===== src/hw/rtl/periodic_task_tick_scheduler_core_assert.svh =====
// Assertion macros for the periodic task tick scheduler core.
// Included by RTL files that carry concurrent checks; no other dependencies.
`ifndef PERIODIC_TASK_TICK_SCHEDULER_CORE_ASSERT_SVH
`define PERIODIC_TASK_TICK_SCHEDULER_CORE_ASSERT_SVH

`ifndef SYNTHESIS
// same-cycle implication
`define PTTS_ASSERT_IMPLY(lbl, clk, rst, ante, cons) \
   lbl: assert property (@(posedge clk) disable iff (rst) (ante) |-> (cons)) \
      else $error("ptts assertion failed");
// next-cycle implication
`define PTTS_ASSERT_NEXT(lbl, clk, rst, ante, cons) \
   lbl: assert property (@(posedge clk) disable iff (rst) (ante) |=> (cons)) \
      else $error("ptts assertion failed");
`else
`define PTTS_ASSERT_IMPLY(lbl, clk, rst, ante, cons)
`define PTTS_ASSERT_NEXT(lbl, clk, rst, ante, cons)
`endif

`endif


===== src/hw/rtl/ptts_pkg.sv =====
// Shared types and constants for the periodic task tick scheduler.
// No dependencies.
`default_nettype none
package ptts_pkg;

   localparam int TASK_SLOTS  = 16;
   localparam int MAX_RESULTS = 16;
   localparam int SLOT_W      = (TASK_SLOTS > 1) ? $clog2(TASK_SLOTS) : 1;
   localparam int NREP_W      = $clog2(MAX_RESULTS + 1);
   localparam int ID_W        = 8;
   localparam int TIME_W      = 16;

   typedef enum logic [1:0] {
      CMD_TICK   = 2'd0,
      CMD_CREATE = 2'd1,
      CMD_STOP   = 2'd2,
      CMD_RESUME = 2'd3
   } cmd_type;

   typedef struct packed {
      cmd_type           cmd;
      logic [ID_W-1:0]   task_id;
      logic [TIME_W-1:0] period;
      logic [TIME_W-1:0] start_delay;
      logic              has_action;
   } req_type;

   typedef struct packed {
      logic            fired;
      logic [ID_W-1:0] fired_id;
      logic            last;
   } rsp_type;

   typedef enum logic [1:0] {
      ST_IDLE,
      ST_SCAN,
      ST_FINISH
   } state_type;

   // controller -> datapath
   typedef struct packed {
      logic start_tick;
      logic apply_cmd;
      logic scan_step;
      logic push_final;
   } ctrl_cmd_type;

   // datapath -> controller
   typedef struct packed {
      logic step_ok;
      logic scan_last;
      logic out_free;
   } dp_status_type;

endpackage
`default_nettype wire


===== src/hw/rtl/ptts_ctrl.sv =====
// Controller FSM: idle / slot scan / final result.
// Depends on ptts_pkg.
`default_nettype none
module ptts_ctrl
   import ptts_pkg::*;
(
   input  wire logic          clock,
   input  wire logic          reset,
   input  wire logic          req_valid,
   input  wire cmd_type       req_cmd,
   output logic               req_ready,
   input  wire dp_status_type status,
   output ctrl_cmd_type       ctrl_cmd
);

   state_type state_ff, state_in;

   always_ff @(posedge clock) begin
      if (reset) begin
         state_ff <= ST_IDLE;
      end else begin
         state_ff <= state_in;
      end
   end

   // next state
   always_comb begin
      state_in = state_ff;
      case (state_ff)
         ST_IDLE: begin
            if (req_valid) begin
               state_in = (req_cmd == CMD_TICK) ? ST_SCAN : ST_FINISH;
            end
         end
         ST_SCAN: begin
            if (status.step_ok && status.scan_last) begin
               state_in = ST_FINISH;
            end
         end
         ST_FINISH: begin
            if (status.out_free) begin
               state_in = ST_IDLE;
            end
         end
         default: state_in = ST_IDLE;
      endcase
   end

   // outputs
   always_comb begin
      req_ready = 1'b0;
      ctrl_cmd  = '0;
      case (state_ff)
         ST_IDLE: begin
            req_ready            = 1'b1;
            ctrl_cmd.start_tick  = req_valid && (req_cmd == CMD_TICK);
            ctrl_cmd.apply_cmd   = req_valid && (req_cmd != CMD_TICK);
         end
         ST_SCAN: begin
            ctrl_cmd.scan_step   = status.step_ok;
         end
         ST_FINISH: begin
            ctrl_cmd.push_final  = status.out_free;
         end
         default: begin
            req_ready = 1'b0;
         end
      endcase
   end

endmodule
`default_nettype wire


===== src/hw/rtl/ptts_dp.sv =====
// Datapath: slot tables, scan pointer, pending firing and result register.
// Depends on ptts_pkg.
`default_nettype none
module ptts_dp
   import ptts_pkg::*;
(
   input  wire logic         clock,
   input  wire logic         reset,
   input  wire req_type      req_data,
   input  wire ctrl_cmd_type ctrl_cmd,
   output dp_status_type     status,
   output logic              rsp_valid,
   input  wire logic         rsp_ready,
   output rsp_type           rsp_data
);

   logic [TIME_W-1:0] period_ff    [TASK_SLOTS];
   logic [TIME_W-1:0] countdown_ff [TASK_SLOTS];
   logic [TASK_SLOTS-1:0] present_ff, present_in;
   logic [TASK_SLOTS-1:0] suspended_ff, suspended_in;

   logic [SLOT_W-1:0] idx_ff, idx_in;
   logic [NREP_W-1:0] nrep_ff, nrep_in;
   logic              pend_valid_ff, pend_valid_in;
   logic [SLOT_W-1:0] pend_id_ff, pend_id_in;
   logic              rsp_valid_ff, rsp_valid_in;
   rsp_type           rsp_data_ff, rsp_data_in;

   logic              id_ok;
   logic [SLOT_W-1:0] wr_slot;
   logic              slot_active, slot_fire, slot_report;
   logic [TIME_W-1:0] cd_cur, cd_next_in;
   logic              out_free;

   assign id_ok   = req_data.task_id < ID_W'(TASK_SLOTS);
   assign wr_slot = req_data.task_id[SLOT_W-1:0];

   assign cd_cur      = countdown_ff[idx_ff];
   assign slot_active = present_ff[idx_ff] && !suspended_ff[idx_ff];
   assign slot_fire   = slot_active && (cd_cur == '0);
   assign slot_report = slot_fire && (nrep_ff < NREP_W'(MAX_RESULTS));
   assign cd_next_in  = slot_fire ? (period_ff[idx_ff] - TIME_W'(1))
                                  : (cd_cur - TIME_W'(1));

   assign out_free = !rsp_valid_ff || rsp_ready;

   always_comb begin
      status.out_free  = out_free;
      status.scan_last = (idx_ff == SLOT_W'(TASK_SLOTS - 1));
      // a second reported firing pushes the held one out
      status.step_ok   = !(slot_report && pend_valid_ff) || out_free;
   end

   // flag and control next state
   always_comb begin
      present_in    = present_ff;
      suspended_in  = suspended_ff;
      idx_in        = idx_ff;
      nrep_in       = nrep_ff;
      pend_valid_in = pend_valid_ff;
      pend_id_in    = pend_id_ff;
      rsp_valid_in  = rsp_valid_ff && !rsp_ready;
      rsp_data_in   = rsp_data_ff;

      if (ctrl_cmd.start_tick || ctrl_cmd.apply_cmd) begin
         idx_in        = '0;
         nrep_in       = '0;
         pend_valid_in = 1'b0;
      end

      if (ctrl_cmd.apply_cmd && id_ok) begin
         case (req_data.cmd)
            CMD_CREATE: present_in[wr_slot]   = req_data.has_action;
            CMD_STOP:   suspended_in[wr_slot] = 1'b1;
            CMD_RESUME: suspended_in[wr_slot] = 1'b0;
            default:    present_in            = present_ff;
         endcase
      end

      if (ctrl_cmd.scan_step) begin
         idx_in = idx_ff + SLOT_W'(1);
         if (slot_report) begin
            if (pend_valid_ff) begin
               rsp_valid_in         = 1'b1;
               rsp_data_in.fired    = 1'b1;
               rsp_data_in.fired_id = ID_W'(pend_id_ff);
               rsp_data_in.last     = 1'b0;
            end
            pend_valid_in = 1'b1;
            pend_id_in    = idx_ff;
            nrep_in       = nrep_ff + NREP_W'(1);
         end
      end

      if (ctrl_cmd.push_final) begin
         rsp_valid_in         = 1'b1;
         rsp_data_in.fired    = pend_valid_ff;
         rsp_data_in.fired_id = pend_valid_ff ? ID_W'(pend_id_ff) : '0;
         rsp_data_in.last     = 1'b1;
      end
   end

   always_ff @(posedge clock) begin
      if (reset) begin
         present_ff    <= '0;
         suspended_ff  <= '0;
         pend_valid_ff <= 1'b0;
         rsp_valid_ff  <= 1'b0;
         idx_ff        <= '0;
         nrep_ff       <= '0;
      end else begin
         present_ff    <= present_in;
         suspended_ff  <= suspended_in;
         pend_valid_ff <= pend_valid_in;
         rsp_valid_ff  <= rsp_valid_in;
         idx_ff        <= idx_in;
         nrep_ff       <= nrep_in;
      end
   end

   // payload: tables are only read once create has set present
   always_ff @(posedge clock) begin
      pend_id_ff  <= pend_id_in;
      rsp_data_ff <= rsp_data_in;
      if (ctrl_cmd.apply_cmd && id_ok && (req_data.cmd == CMD_CREATE)) begin
         period_ff[wr_slot]    <= req_data.period;
         countdown_ff[wr_slot] <= req_data.start_delay;
      end else if (ctrl_cmd.scan_step && slot_active) begin
         countdown_ff[idx_ff]  <= cd_next_in;
      end
   end

   assign rsp_valid = rsp_valid_ff;
   assign rsp_data  = rsp_data_ff;

endmodule
`default_nettype wire


===== src/hw/rtl/periodic_task_tick_scheduler_core.sv =====
// Top level of the periodic task tick scheduler: controller plus datapath.
// Depends on ptts_pkg, ptts_ctrl, ptts_dp and the assertion macro header.
//
//  channel | ports                          | direction | payload
//  --------+--------------------------------+-----------+-----------------------------
//  request | req_valid req_ready req_data   | in        | cmd task_id period delay act
//  result  | rsp_valid rsp_ready rsp_data   | out       | fired fired_id last
//
// Tick: one slot per cycle through the countdown/period tables unless rsp_ready stalls
//   the scan; accept, a scan of all TASK_SLOTS slots, then the closing beat.
// Create / stop / resume: applied at accept; the result beat follows from ST_FINISH.
// A firing is held until the next one is reported, so the final beat can carry last.
// rsp_ready low stalls the scan only when a held firing must leave.
// Synchronous reset clears flags and control; tables need no clearing pass.
`default_nettype none
`include "periodic_task_tick_scheduler_core_assert.svh"
module periodic_task_tick_scheduler_core
   import ptts_pkg::*;
(
   input  wire logic    clock,
   input  wire logic    reset,
   input  wire logic    req_valid,
   output logic         req_ready,
   input  wire req_type req_data,
   output logic         rsp_valid,
   input  wire logic    rsp_ready,
   output rsp_type      rsp_data
);

   ctrl_cmd_type  ctrl_cmd;
   dp_status_type status;

   ptts_ctrl u_ctrl (
      .clock     (clock),
      .reset     (reset),
      .req_valid (req_valid),
      .req_cmd   (req_data.cmd),
      .req_ready (req_ready),
      .status    (status),
      .ctrl_cmd  (ctrl_cmd)
   );

   ptts_dp u_dp (
      .clock     (clock),
      .reset     (reset),
      .req_data  (req_data),
      .ctrl_cmd  (ctrl_cmd),
      .status    (status),
      .rsp_valid (rsp_valid),
      .rsp_ready (rsp_ready),
      .rsp_data  (rsp_data)
   );

   // one item at a time: busy right after an accept
   `PTTS_ASSERT_NEXT(a_busy_after_accept, clock, reset, req_valid && req_ready, !req_ready)
   // a non-fired beat is always the only, final one
   `PTTS_ASSERT_IMPLY(a_nofire_last, clock, reset, rsp_valid && !rsp_data.fired, rsp_data.last)
   `PTTS_ASSERT_IMPLY(a_nofire_id, clock, reset, rsp_valid && !rsp_data.fired, rsp_data.fired_id == '0)
   // final push is never issued while the result register is blocked
   `PTTS_ASSERT_IMPLY(a_push_free, clock, reset, ctrl_cmd.push_final, !rsp_valid || rsp_ready)
   // closing the scan always leads to the final beat
   `PTTS_ASSERT_NEXT(a_scan_end, clock, reset, ctrl_cmd.scan_step && status.scan_last, !req_ready)

endmodule
`default_nettype wire

===== config.mk =====
export PLATFORM = sky130hd
export DESIGN_NAME = periodic_task_tick_scheduler_core
export DESIGN_NICKNAME = d
export VERILOG_FILES = /design/src/hw/rtl/ptts_pkg.sv /design/src/hw/rtl/ptts_ctrl.sv /design/src/hw/rtl/ptts_dp.sv /design/src/hw/rtl/periodic_task_tick_scheduler_core.sv
export VERILOG_INCLUDE_DIRS = /design/src /design/src/hw/rtl
export SDC_FILE = /design/constraint.sdc
export NUM_CORES = 1
export LEC_CHECK = 0
export ABC_AREA = 1
export BUFFER_PORTS_ARGS = -buffer_cell sky130_fd_sc_hd__buf_2
export CORE_MARGIN = 5
export CORE_UTILIZATION = 40
export DETAILED_ROUTE_END_ITERATION = 8
export PLACE_DENSITY = 0.63
export SYNTH_ARGS = -nofsm -noshare
export SYNTH_HDL_FRONTEND = slang
export SYNTH_SLANG_ARGS = --single-unit

===== constraint.sdc =====
create_clock -name clock -period 6.8 [get_ports clock]
set_input_delay 1.36 -clock clock [delete_from_list [all_inputs] [get_ports clock]]
set_output_delay 1.36 -clock clock [all_outputs]
set_load 0.02 [all_outputs]

# == After elaboration in Yosys (flattened, before gate mapping) ==
# Memories as Yosys holds them, arrays and structs flattened. A register that Yosys moved wholly into a read port is not among the register bits.
# Cells that the tools add are included.
# op_classes
order_cmp,5
n_shift,0
n_div,0
mux,47
bitwise_logic,3
multipliers,0
addsub,4
n_reduce_logical,35
eq_ne,9
# op_table
operator,n
$mux W10,4
$mux W16,2
$mux W4,8
$pmux W16 S2,1
$sub A16 B1 Y16 const B,2
$mux W1,19
$and A16 B16 Y16,1
$bwmux W16,1
$logic_not A16 Y1,1
$not A16 Y16,1
$or A16 B16 Y16,1
$reduce_or A16 Y1,1
$mux W5,3
$logic_and A1 B1 Y1,12
$reduce_bool A2 Y1,6
$lt A4 B5 Y1 const B,2
$mux W2,5
$reduce_and A3 Y1,3
$bmux W1 S4,2
$lt A8 B5 Y1 const B,1
$eq A2 B2 Y1 const B,3
$pmux W2 S3,1
$reduce_and A2 Y1,3
$add A5 B1 Y5 const B,1
other kinds (11),19
# totals
memories,2
mem_bits_ro,0
wordCells,116
inputBits,47
ff_bits,59
latchBits,0
out_inout_bits,12
ramBits,512
# mem_list
name,words,width,read_ports,rd_clocked_by_memory_dff,write_ports,line_no,source
u_dp.countdown_ff,16,16,1,1,1,ptts_dp.sv:18,logic [TIME_W-1:0] countdown_ff [TASK_SLOTS];
u_dp.period_ff,16,16,1,1,1,ptts_dp.sv:17,logic [TIME_W-1:0] period_ff [TASK_SLOTS];

# == Longest topological paths before layout ==
# Gate-level depths: netlist of run 1.
# logic_depth
ltp_word,16
depth_mapped,26
mapped_depth_nobuf,24

# == Cells and area by module ==
# A second synthesis of run 1 with hierarchy kept.
# hier_totals
cells_unflattened,2282
hier_area_um2,24413.4
# modules_own_cells
mod,area_per_inst_um2,seq_area_each_um2,n_inst,cells_per_inst
ptts_dp,24269.5,16605.9,1,2259
ptts_ctrl,143.9,40.0,1,23

# == Least setup slack after synthesis of run 1 ==
# OpenSTA, ideal clock, no wires.
# synth_path
kind,flip-flop to flip-flop
startpoint,reg with a tool-made name
endpoint,mem u_dp.countdown_ff[12][0] (enable)
path_stages_with_launch,20
synth_period_minus_slack_ns,3.316
slack_ns,3.484
arrival_ns,2.928
t_required_ns,6.412
path_buffers,4
path_cell_list,dfxtp_1 > buf_6 > buf_8 > buf_6 > o211ai_1 > nand3_1 > nand3_1 > nand2_1 > nor2_1 > nand2_1 > nor2_4 > nand3_2 > nor2_2 > nand3_2 > nand3_4 > buf_8 > nand2_2 > o21ai_2 > nand3_2 > nor2_1
# synth_lines
element,line_no
"end, declared",ptts_dp.sv:18

==> reports/qor.csv, run 1 <==
stage;metric;value;unit
run_status;status;completed;
final_layout;final core utilization;0.450;
sta;actual slew at the worst max-slew pin;1.36;ns
synth;Avg Inst Size Synth;10.6;sq um
power_and_ir_drop;leak pwr;0.0100;uW
power_and_ir_drop;worst vdd ir;202;uV
cts;# Post-CTS Setup Buffers;0;
sta;Worst Setup Slack, final;1.43;ns
sta;period utilisation layout;0.789;
global_route;grt total ovfl;0;
cts;hold buffers post-CTS;0;
final_layout;Layout Nets;2381;
detailed_routing;DR DRC count;0;
placed_design;port bufs;54;
flow_run;max cap viols;0;
synth;FF+latch count, synth;571;
detailed_routing;DRT Wirelength;65700;um
worst_setup_path;Reg2Reg Depth;19;
min_path;HP Class;reg -> reg;
min_path;hold path cells;2;
sta;Total Negative Setup Slacks;0;ns
min_path;hold wc startpoint;u_dp.suspended_ff[10];
final_layout;leading cell types in the layout, fill and taps excluded;572 x nand2_1, 521 x edfxtp_1, 259 x nor2_1, 193 x o21ai_0;
floorplan;Core Box Area;60500;sq um
synth;yosys warns;0;
cts;CTS tree;done;
min_path;Hold EP;u_dp.suspended_ff[10];
cts;cts bufs inserted;57;
final_layout;area growth from synthesis to layout;11.1;%
sta;worst clock skew;0.0218;ns
worst_setup_path;Critical Path AT;5.56;ns
sta;Setup Viol. Count Final;0;
synth;Cell variety after synth;38;
cts;clk_lat worst skew;0.61;ns
floorplan;site row count;90;
synth;Synth Instances;2313;
final_layout;commonest non-fill, non-tap cell in the layout;nand2_1;
synth;ys async rst share;0;
cts;PostCTS Resize Cnt;0;
cts;CTS Buffer Depth;3;
floorplan;Die Ht;257;um
synth;Most used DFF post-synth;edfxtp_1;
sta;Final Hold Vio Count;0;
placed_design;dpl ws;1.54;ns
worst_setup_path;crit path kind;reg -> reg;
detailed_routing;vias post-DR;17075;
worst_setup_path;reg2reg setup slack;1.43;ns
cts;H-tree depth;2;
worst_setup_path;CP Capture Type;flop;
detailed_routing;First DRT Iteration DRCs;1476;
floorplan;Initial Util;0.405;
detailed_routing;first-pass detailed-route iteration total;5;
final_layout;number of diodes;0;
sta;Relative slew margins;0.0905;
global_route;aggregate global-route resource usage;0.191;
global_route;largest net degree at the start of global routing;130;
detailed_routing;Antenna Nets Post-Route;0;
sta;Slew Limit Fails;0;
sta;min Tclk post-route;5.37;ns
power_and_ir_drop;PwrDens;265;nW/um^2
global_route;first-pass GRT wire length;98500;um
placed_design;HPWL after DPL;38000;um
detailed_routing;Vias/cell;5.40;
final_layout;share of post-route cells with drive strength above 1;0.0938;
worst_setup_path;worst path required time;7.00;ns
synth;Seq/Total Area, Yosys;0.680;
worst_setup_path;largest fanout on the critical path;122;
global_route;initial antenna violation count;4;
cts;Worst-path clk slew;0.06;ns
global_route;vias in the first global route;16216;
detailed_routing;WL/cell;20.8;um
worst_setup_path;Critical Path Start Type;flop;
sta;RSZ-0062 raised after global routing;false;
power_and_ir_drop;Final Total Pwr;7210;uW
cts;clock sink total;571;
synth;Post-synth EDFFs;521;
sta;FMAX;0.186;GHz
placed_design;routability cong.;0.914;
floorplan;num ports;59;
cts;Clock Tree Root;clkbuf_16;
worst_setup_path;r2r endpoint;u_dp.countdown_ff[6][6];
floorplan;die area;66300;sq um
synth;Mapped Area;24500;sq um
floorplan;die width;257;um
==> synthesized netlist by cell type, types with 2 or more instances <==
library cell | count | area [sq um]
or2_1 | 3 | 18.8
nand2_2 | 4 | 25.0
buf_6 | 8 | 90.1
nand3_2 | 8 | 80.1
dfxtp_1 | 50 | 1000
buf_1 | 10 | 37.5
nand4_1 | 23 | 144
nor2_4 | 3 | 33.8
nand2_1 | 572 | 2150
clkbuf_1 | 50 | 188
inv_1 | 176 | 661
or2_2 | 2 | 12.5
buf_2 | 42 | 210
inv_2 | 8 | 30.0
o21ai_0 | 193 | 966
ha_1 | 3 | 37.5
buf_4 | 13 | 97.6
o22ai_1 | 41 | 257
edfxtp_1 | 521 | 15600
o21ai_2 | 6 | 52.6
buf_8 | 2 | 30.0
o211ai_2 | 2 | 25.0
o211ai_1 | 17 | 128
a21oi_1 | 49 | 245
nand3_1 | 176 | 881
nor2_2 | 6 | 37.5
xor2_1 | 5 | 43.8
o221ai_1 | 25 | 219
nor2_1 | 275 | 1030
o21ai_1 | 12 | 60.1
==> cell type report <==
| type | count | area (sq um) |
|---|---|---|
| clock buffers | 76 | 1550 |
| inverters | 186 | 706 |
| well taps | 782 | 978 |
| repair buffers | 81 | 498 |
| fillers | 5612 | 33300 |
| flip-flops and latches | 571 | 16700 |
| clock inverters | 30 | 275 |
| multi-input cells | 1434 | 6550 |
==> cells by family after synthesis <==
group	after synthesis	synth area share
fa+ha+maj	3	0.00153
xor+xnor	5	0.00179
buf+inv	311	0.0553
flops	571	0.680
other cells	1	0.000153
compound gates	346	0.0800
simple gates	1076	0.182
==> how the worst max path moves through the flow <==
| stage | from | endpoint |
|---|---|---|
| after floorplan | flop | u_dp.countdown_ff[12][0] |
| after global placement | flop | u_dp.countdown_ff[15][11] |
| after detailed placement | flop | u_dp.countdown_ff[15][1] |
| after CTS | flop | u_dp.countdown_ff[15][8] |
| after global routing | flop | u_dp.countdown_ff[12][14] |
| final | flop | u_dp.countdown_ff[6][6] |
==> where the power goes <==
part           internal, uW  switching [uW]
Sequential             3830            7.42
Combinational          69.5             215
Clock                  1790            1300
Total                  5690            1520
==> metal layers <==
metal | global-route usage | routed length [um]
met1 | 0.260 | 27800
met2 | 0.321 | 31700
met3 | 0.0317 | 4460
met4 | 0.0528 | 1810
met5 | 0 | 39
==> flip-flops by register name, summed over array words and instances (netlist names), named ones only <==
name,count
u_ctrl.state_ff,2
u_dp.countdown_ff,256
u_dp.idx_ff,4
u_dp.nrep_ff,5
u_dp.pend_id_ff,4
u_dp.pend_valid_ff,1
u_dp.period_ff,256
u_dp.present_ff,16
u_dp.rsp_data,6
u_dp.rsp_valid,1
u_dp.suspended_ff,16
==> per-stage QoR <==
stage          instance area [sq um]  hold WS (ns)  std cells
2_1_floorplan                  24500         0.424       2316
3_3_place_gp                   25400         0.427       3054
3_5_place_dp                   25400         0.443       3054
4_1_cts                        27200         0.453       3160
5_1_grt                        27200         0.476       3160
6_report                       27200         0.449       3160
==> worst max-delay path: stages, from the launching register on <==
cell	delay, ns
dfxtp_4	0.49
inv_6	0.76
nand2_1	0.12
nand3_1	0.11
nand3_1	0.10
nand3_1	0.14
nand2_1	0.19
nor2_1	0.13
nand2_1	0.08
nor2_1	0.53
nand3_1	0.56
o21ai_2	0.33
ha_1	0.22
inv_1	0.05
nor2_1	0.14
nand2_1	0.10
nor2_1	0.18
nand2_1	0.07
nand3_1	0.17
nand2_1	0.38
Note: power is estimated with default switching activity, not from simulation.
==> inputs of run 2 (changes only) <==
ABC_AREA = 0   (was 1)
clock period = 5.1 ns   (was 6.8 ns; I/O delays follow)
==> reports/qor.csv, run 2 <==
stage;metric;value;unit
floorplan;Die Ht;251;um
sta;FMAX;0.211;GHz
cts;CTS tree;done;
synth;cell taking the most area after synthesis;edfxtp_1;
run_status;status;completed;
sta;Final Hold Vio Count;0;
cts;# Post-CTS Setup Buffers;0;
worst_setup_path;Crit path largest cell delay;0.98;ns
final_layout;area growth from synthesis to layout;14.9;%
power_and_ir_drop;Final Total Pwr;9520;uW
final_layout;Finished Cell Area;26600;sq um
cts;PostCTS Resize Cnt;0;
min_path;HP Class;reg -> reg;
cts;clk_lat worst skew;0.62;ns
sta;Slew Limit Fails;0;
synth;Avg Inst Size Synth;17.6;sq um
detailed_routing;Antenna Nets Post-Route;0;
floorplan;Core Box Area;57600;sq um
final_layout;share of post-route cells with drive strength above 1;0.270;
worst_setup_path;Critical Path Start Type;flop;
power_and_ir_drop;PwrDens;357;nW/um^2
global_route;vias in the first global route;12720;
detailed_routing;DR DRC count;0;
floorplan;Initial Util;0.403;
final_layout;Layout Nets;1483;
global_route;grt total ovfl;0;
synth;Synth top area share;0.675;
global_route;aggregate global-route resource usage;0.176;
global_route;initial antenna violation count;0;
sta;RSZ-0062 raised after global routing;false;
synth;Synth Area in Simple Gates;0.0623;
cts;clock sink total;571;
final_layout;number of diodes;0;
detailed_routing;first-pass detailed-route iteration total;5;
cts;hold buffers post-CTS;0;
final_layout;top flop regs;u_dp.countdown_ff x256, u_dp.period_ff x256;
power_and_ir_drop;leak pwr;0.00825;uW
floorplan;die width;251;um
sta;worst clock skew;0.0182;ns
cts;cts bufs inserted;56;
synth;ranking of synthesized cells by area;edfxtp_1 67%, mux4_2 12%, dfxtp_1 4.3%;
power_and_ir_drop;worst vdd ir;288;uV
detailed_routing;vias post-DR;12778;
sta;Setup Viol. Count Final;0;
synth;ys async rst share;0;
worst_setup_path;CP Capture Type;flop;
placed_design;routability cong.;0.862;
synth;Cell variety after synth;78;
worst_setup_path;CP bufs+invs;3;
synth;Post-synth top cells;521 x edfxtp_1, 125 x mux4_2, 97 x nor2_1, 70 x nand2_1, 50 x dfxtp_1;
worst_setup_path;cell chain of the critical path;buf_12 -> mux4_2 -> a22oi_1 -> nand2_1 -> nor4_1 -> nor4b_2 -> buf_4 -> a41oi_2 -> buf_4 -> a21oi_1 -> o21ai_0 -> a31oi_1;
cts;CTS Buffer Depth;3;
worst_setup_path;crit path kind;reg -> reg;
synth;largest family of logic cells by synthesized area;multiplexers;
placed_design;dpl cell area;24700;sq um
floorplan;site row count;88;
detailed_routing;WL/cell;25.0;um
worst_setup_path;worst path required time;5.32;ns
synth;Most used DFF post-synth;edfxtp_1;
final_layout;final core utilization;0.463;
detailed_routing;Vias/cell;5.69;
detailed_routing;First DRT Iteration DRCs;1335;
global_route;first-pass GRT wire length;83600;um
synth;Synth Area in Adders;0.00162;
sta;actual slew at the worst max-slew pin;1.29;ns
synth;most instantiated library cell after synthesis;edfxtp_1;
sta;period utilisation layout;0.930;
detailed_routing;DRT Wirelength;56100;um
synth;Seq/Total Area, Yosys;0.718;
worst_setup_path;Critical Path AT;4.97;ns
worst_setup_path;Most Frequent Cell on Critical Path;buf_4;
final_layout;leading cell types in the layout, fill and taps excluded;521 x edfxtp_1, 125 x mux4_2, 70 x nand2_1, 68 x nor2_1, 66 x buf_4;
synth;Compound-Gate Fraction of Synth Area;0.0557;
flow_run;max cap viols;0;
synth;Post-synth EDFFs;521;
synth;yosys warns;0;
final_layout;commonest non-fill, non-tap cell in the layout;edfxtp_1;
cts;Clock Tree Root;clkbuf_16;
worst_setup_path;CP top delay family;compound AO/OA/AOI/OAI gates;
global_route;largest net degree at the start of global routing;57;
floorplan;die area;62900;sq um
synth;Synth Instances;1319;
cts;Worst-path clk slew;0.06;ns
synth;Synth Area in XOR/XNOR;0.00227;
worst_setup_path;CP max stage cell;a31oi_1;
floorplan;num ports;59;
synth;FF+latch count, synth;571;
worst_setup_path;largest fanout on the critical path;22;
cts;H-tree depth;2;
placed_design;HPWL after DPL;33800;um
sta;Total Negative Setup Slacks;0;ns
synth;Mapped Area;23200;sq um
sta;Relative slew margins;0.139;
placed_design;port bufs;54;
synth;mux share of post-synthesis cell area;0.139;
sta;min Tclk post-route;4.74;ns
run 2: changes by cell type after synthesis, moves of 22 or more:
| cell | previous run | this run |
|---|---|---|
| a22oi_1 | 0 | 26 |
| clkbuf_1 | 50 | 28 |
| inv_1 | 176 | 13 |
| mux2i_1 | 0 | 23 |
| mux4_2 | 0 | 125 |
| nand2_1 | 572 | 70 |
| nand3_1 | 176 | 24 |
| nor2_1 | 275 | 97 |
| o21ai_0 | 193 | 28 |
| o221ai_1 | 25 | 0 |
| o22ai_1 | 41 | 6 |
run 2: worst paths after layout:
kind,start,to,slack (ns),cells past startpoint
worst max-delay path,flop,u_dp.countdown_ff[4][11],0.36,12
worst min-delay path,u_dp.rsp_data[0],u_dp.rsp_data[0],0.48,1
worst max register to register,flop,u_dp.countdown_ff[4][11],0.36,12
worst min register to register,u_dp.rsp_data[0],u_dp.rsp_data[0],0.48,1
run 2: cells by family after synthesis:
family	Yosys count
xor+xnor	6
mux	163
fa+ha+maj	3
compound gates	190
other cells	1
flops	571
simple gates	295
buf+inv	90
run 2: per-layer routing:
layer / part of all wire / track usage / wire length (um) / vias up
met5: 0.00011 / 0 / 6 / -
met4: 0.017 / 0.0384 / 970 / 2
met3: 0.075 / 0.0321 / 4210 / 69
met2: 0.47 / 0.272 / 26200 / 514
met1: 0.44 / 0.264 / 24800 / 6664
li1: - / - / - / 5529
run 2: metrics by stage:
step / setup WS (ns) / hold slack [ns] / std cells
floorplan: 0.847 / 0.421 / 1322
global placement: 0.430 / 0.451 / 2140
detailed placement: 0.306 / 0.472 / 2140
CTS: 0.261 / 0.488 / 2246
global route: 0.0330 / 0.512 / 2246
finish: 0.356 / 0.483 / 2246
run 2: layout make-up:
| cell class | instances | area, sq um |
|---|---|---|
| clock inverter | 29 | 279 |
| timing repair buffer | 128 | 926 |
| clock buffer | 77 | 1610 |
| sequential | 571 | 16700 |
| inverter | 15 | 56.3 |
| tap | 765 | 957 |
| fill | 4801 | 30900 |
| multi-input combinational | 661 | 6160 |
run 2: report_power, final:
group          internal (uW)  switching [uW]
clock network           2420            1750
logic                   85.6             159
registers               5100            7.01
==> inputs of run 3 (changes only) <==
ABC_AREA = 1   (was 0)
==> reports/qor.csv, run 3 (synthesized netlist as in run 1, its figures left out) <==
stage;metric;value;unit
worst_setup_path;r2r endpoint;u_dp.countdown_ff[14][5];
placed_design;dpl ws;0.782;ns
worst_setup_path;largest fanout on the critical path;62;
min_path;Hold EP;u_dp.rsp_data[0];
worst_setup_path;Reg2Reg Depth;15;
detailed_routing;vias post-DR;17184;
detailed_routing;Antenna Nets Post-Route;0;
final_layout;Fillers;5503;
final_layout;footprint of the multi-input gates;6550;sq um
final_layout;number of diodes;0;
sta;Worst Setup Slack, final;0.751;ns
worst_setup_path;Crit path largest cell delay;0.76;ns
sta;min Tclk post-route;4.35;ns
final_layout;Layout Nets;2417;
worst_setup_path;Critical Path Start Type;flop;
run_status;status;completed;
power_and_ir_drop;PwrDens;348;nW/um^2
min_path;hold path cells;2;
worst_setup_path;CP max stage cell;o21ai_1;
flow_run;max cap viols;0;
detailed_routing;DR DRC count;0;
final_layout;Reg area;16700;sq um
sta;FMAX;0.230;GHz
power_and_ir_drop;worst vdd ir;285;uV
placed_design;routability cong.;0.972;
detailed_routing;Vias/cell;5.38;
cts;CTS Buffer Depth;3;
sta;Slew Limit Fails;0;
final_layout;share of post-route cells with drive strength above 1;0.108;
global_route;vias in the first global route;16736;
cts;Worst-path clk slew;0.06;ns
floorplan;Die Ht;257;um
global_route;aggregate global-route resource usage;0.191;
cts;# Post-CTS Setup Buffers;0;
power_and_ir_drop;leak pwr;0.0102;uW
sta;period utilisation layout;0.853;
floorplan;Initial Util;0.405;
min_path;HP Class;reg -> reg;
cts;cts bufs inserted;57;
detailed_routing;first-pass detailed-route iteration total;6;
cts;hold buffers post-CTS;0;
floorplan;Core Box Area;60500;sq um
floorplan;site row count;90;
final_layout;commonest non-fill, non-tap cell in the layout;nand2_1;
detailed_routing;First DRT Iteration DRCs;1650;
worst_setup_path;reg2reg setup slack;0.75;ns
worst_setup_path;Critical Path AT;4.62;ns
detailed_routing;WL/cell;20.5;um
floorplan;die area;66300;sq um
worst_setup_path;CP Capture Type;flop;
sta;Total Negative Setup Slacks;0;ns
sta;Setup Viol. Count Final;0;
sta;RSZ-0062 raised after global routing;false;
worst_setup_path;CP top delay family;compound AO/OA/AOI/OAI gates;
worst_setup_path;crit path kind;reg -> reg;
min_path;hold wc startpoint;u_dp.rsp_data[0];
detailed_routing;DRT Wirelength;65400;um
worst_setup_path;worst path required time;5.37;ns
floorplan;die width;257;um
placed_design;port bufs;54;
final_layout;leading cell types in the layout, fill and taps excluded;572 x nand2_1, 521 x edfxtp_1, 259 x nor2_1, 193 x o21ai_0;
global_route;largest net degree at the start of global routing;130;
cts;PostCTS Resize Cnt;0;
final_layout;area growth from synthesis to layout;12.3;%
global_route;initial antenna violation count;4;
cts;Clock Tree Root;clkbuf_16;
cts;clk_lat worst skew;0.62;ns
cts;CTS tree;done;
sta;actual slew at the worst max-slew pin;1.26;ns
sta;Relative slew margins;0.154;
placed_design;HPWL after DPL;36800;um
worst_setup_path;cell chain of the critical path;buf_4 -> buf_4 -> o21ai_0 -> o22ai_1 -> nand2_1 -> nand2_1 -> inv_1 -> o21ai_0 -> inv_1 -> nand4_1 -> nand2_1 -> nand3_2 -> nor2_2 -> xor2_1 -> o21ai_1;
floorplan;num ports;59;
cts;H-tree depth;2;
worst_setup_path;Crit path depth;15;
sta;Final Hold Vio Count;0;
worst_setup_path;Most Frequent Cell on Critical Path;nand2_1;
global_route;grt total ovfl;0;
worst_setup_path;CP bufs+invs;4;
global_route;first-pass GRT wire length;98900;um
final_layout;top flop regs;u_dp.countdown_ff x256, u_dp.period_ff x256;
cts;clock sink total;571;
sta;worst clock skew;0.0336;ns
## run 3: cell count changes in the layout (fill, tap and decap cells not counted), sizes merged, moves of 25 or more
cell    change
o22ai      +35
nand2     +506
o21ai     +182
nand3     +161
inv       +172
mux4      -125
a22oi      -26
o221ai     +25
nor2      +187
## run 3: final cells by class
type	instances	share of cell area
well taps	782	0.0356
inverters	186	0.0256
repair buffers	117	0.0293
clock buffers	73	0.0555
clock inverters	34	0.0107
flip-flops and latches	571	0.605
multi-input cells	1434	0.238
## run 3: how the worst max path moves through the flow
| stage | from | slack [ns] | to |
|---|---|---|---|
| 2_1_floorplan | flop | 1.78 | u_dp.countdown_ff[12][0] |
| 3_3_place_gp | flop | 0.82 | u_dp.countdown_ff[9][11] |
| 3_5_place_dp | flop | 0.78 | u_dp.countdown_ff[13][5] |
| 4_1_cts | flop | 0.76 | u_dp.countdown_ff[5][5] |
| 5_1_grt | flop | 0.38 | u_dp.countdown_ff[11][11] |
| 6_report | flop | 0.75 | u_dp.countdown_ff[14][5] |
## run 3: metal layers
layer	vias to the layer above	wire length (um)	GRT usage
met5	-	52	0
met4	8	2120	0.0614
met3	150	4740	0.0329
met2	682	32100	0.326
met1	8302	26500	0.252
li1	8042	-	-
## run 3: worst min-delay path: stages (launching register included)
cell	delay, ns
dfxtp_1	0.32
nand2_1	0.05
nand2_1	0.04
## run 3: per-stage QoR
step / power (uW) / utilization / cells / cell area [sq um] / hold slack (ns)
6_report: 9570 / 0.455 / 3197 / 27500 / 0.443
5_1_grt: 9900 / 0.455 / 3197 / 27500 / 0.455
4_1_cts: 9630 / 0.455 / 3197 / 27500 / 0.444
3_5_place_dp: 5590 / 0.425 / 3090 / 25700 / 0.429
3_3_place_gp: 5580 / 0.425 / 3090 / 25700 / 0.430
2_1_floorplan: 5460 / - / 2316 / 24500 / 0.424
## run 3: power by group
group	switching, uW	internal, uW	leakage (uW)	total (uW)
combinational	281	96.7	0.00423	377
clock	1760	2320	0.000886	4080
sequential	7.25	5110	0.00509	5110
total	2050	7520	0.0102	9570
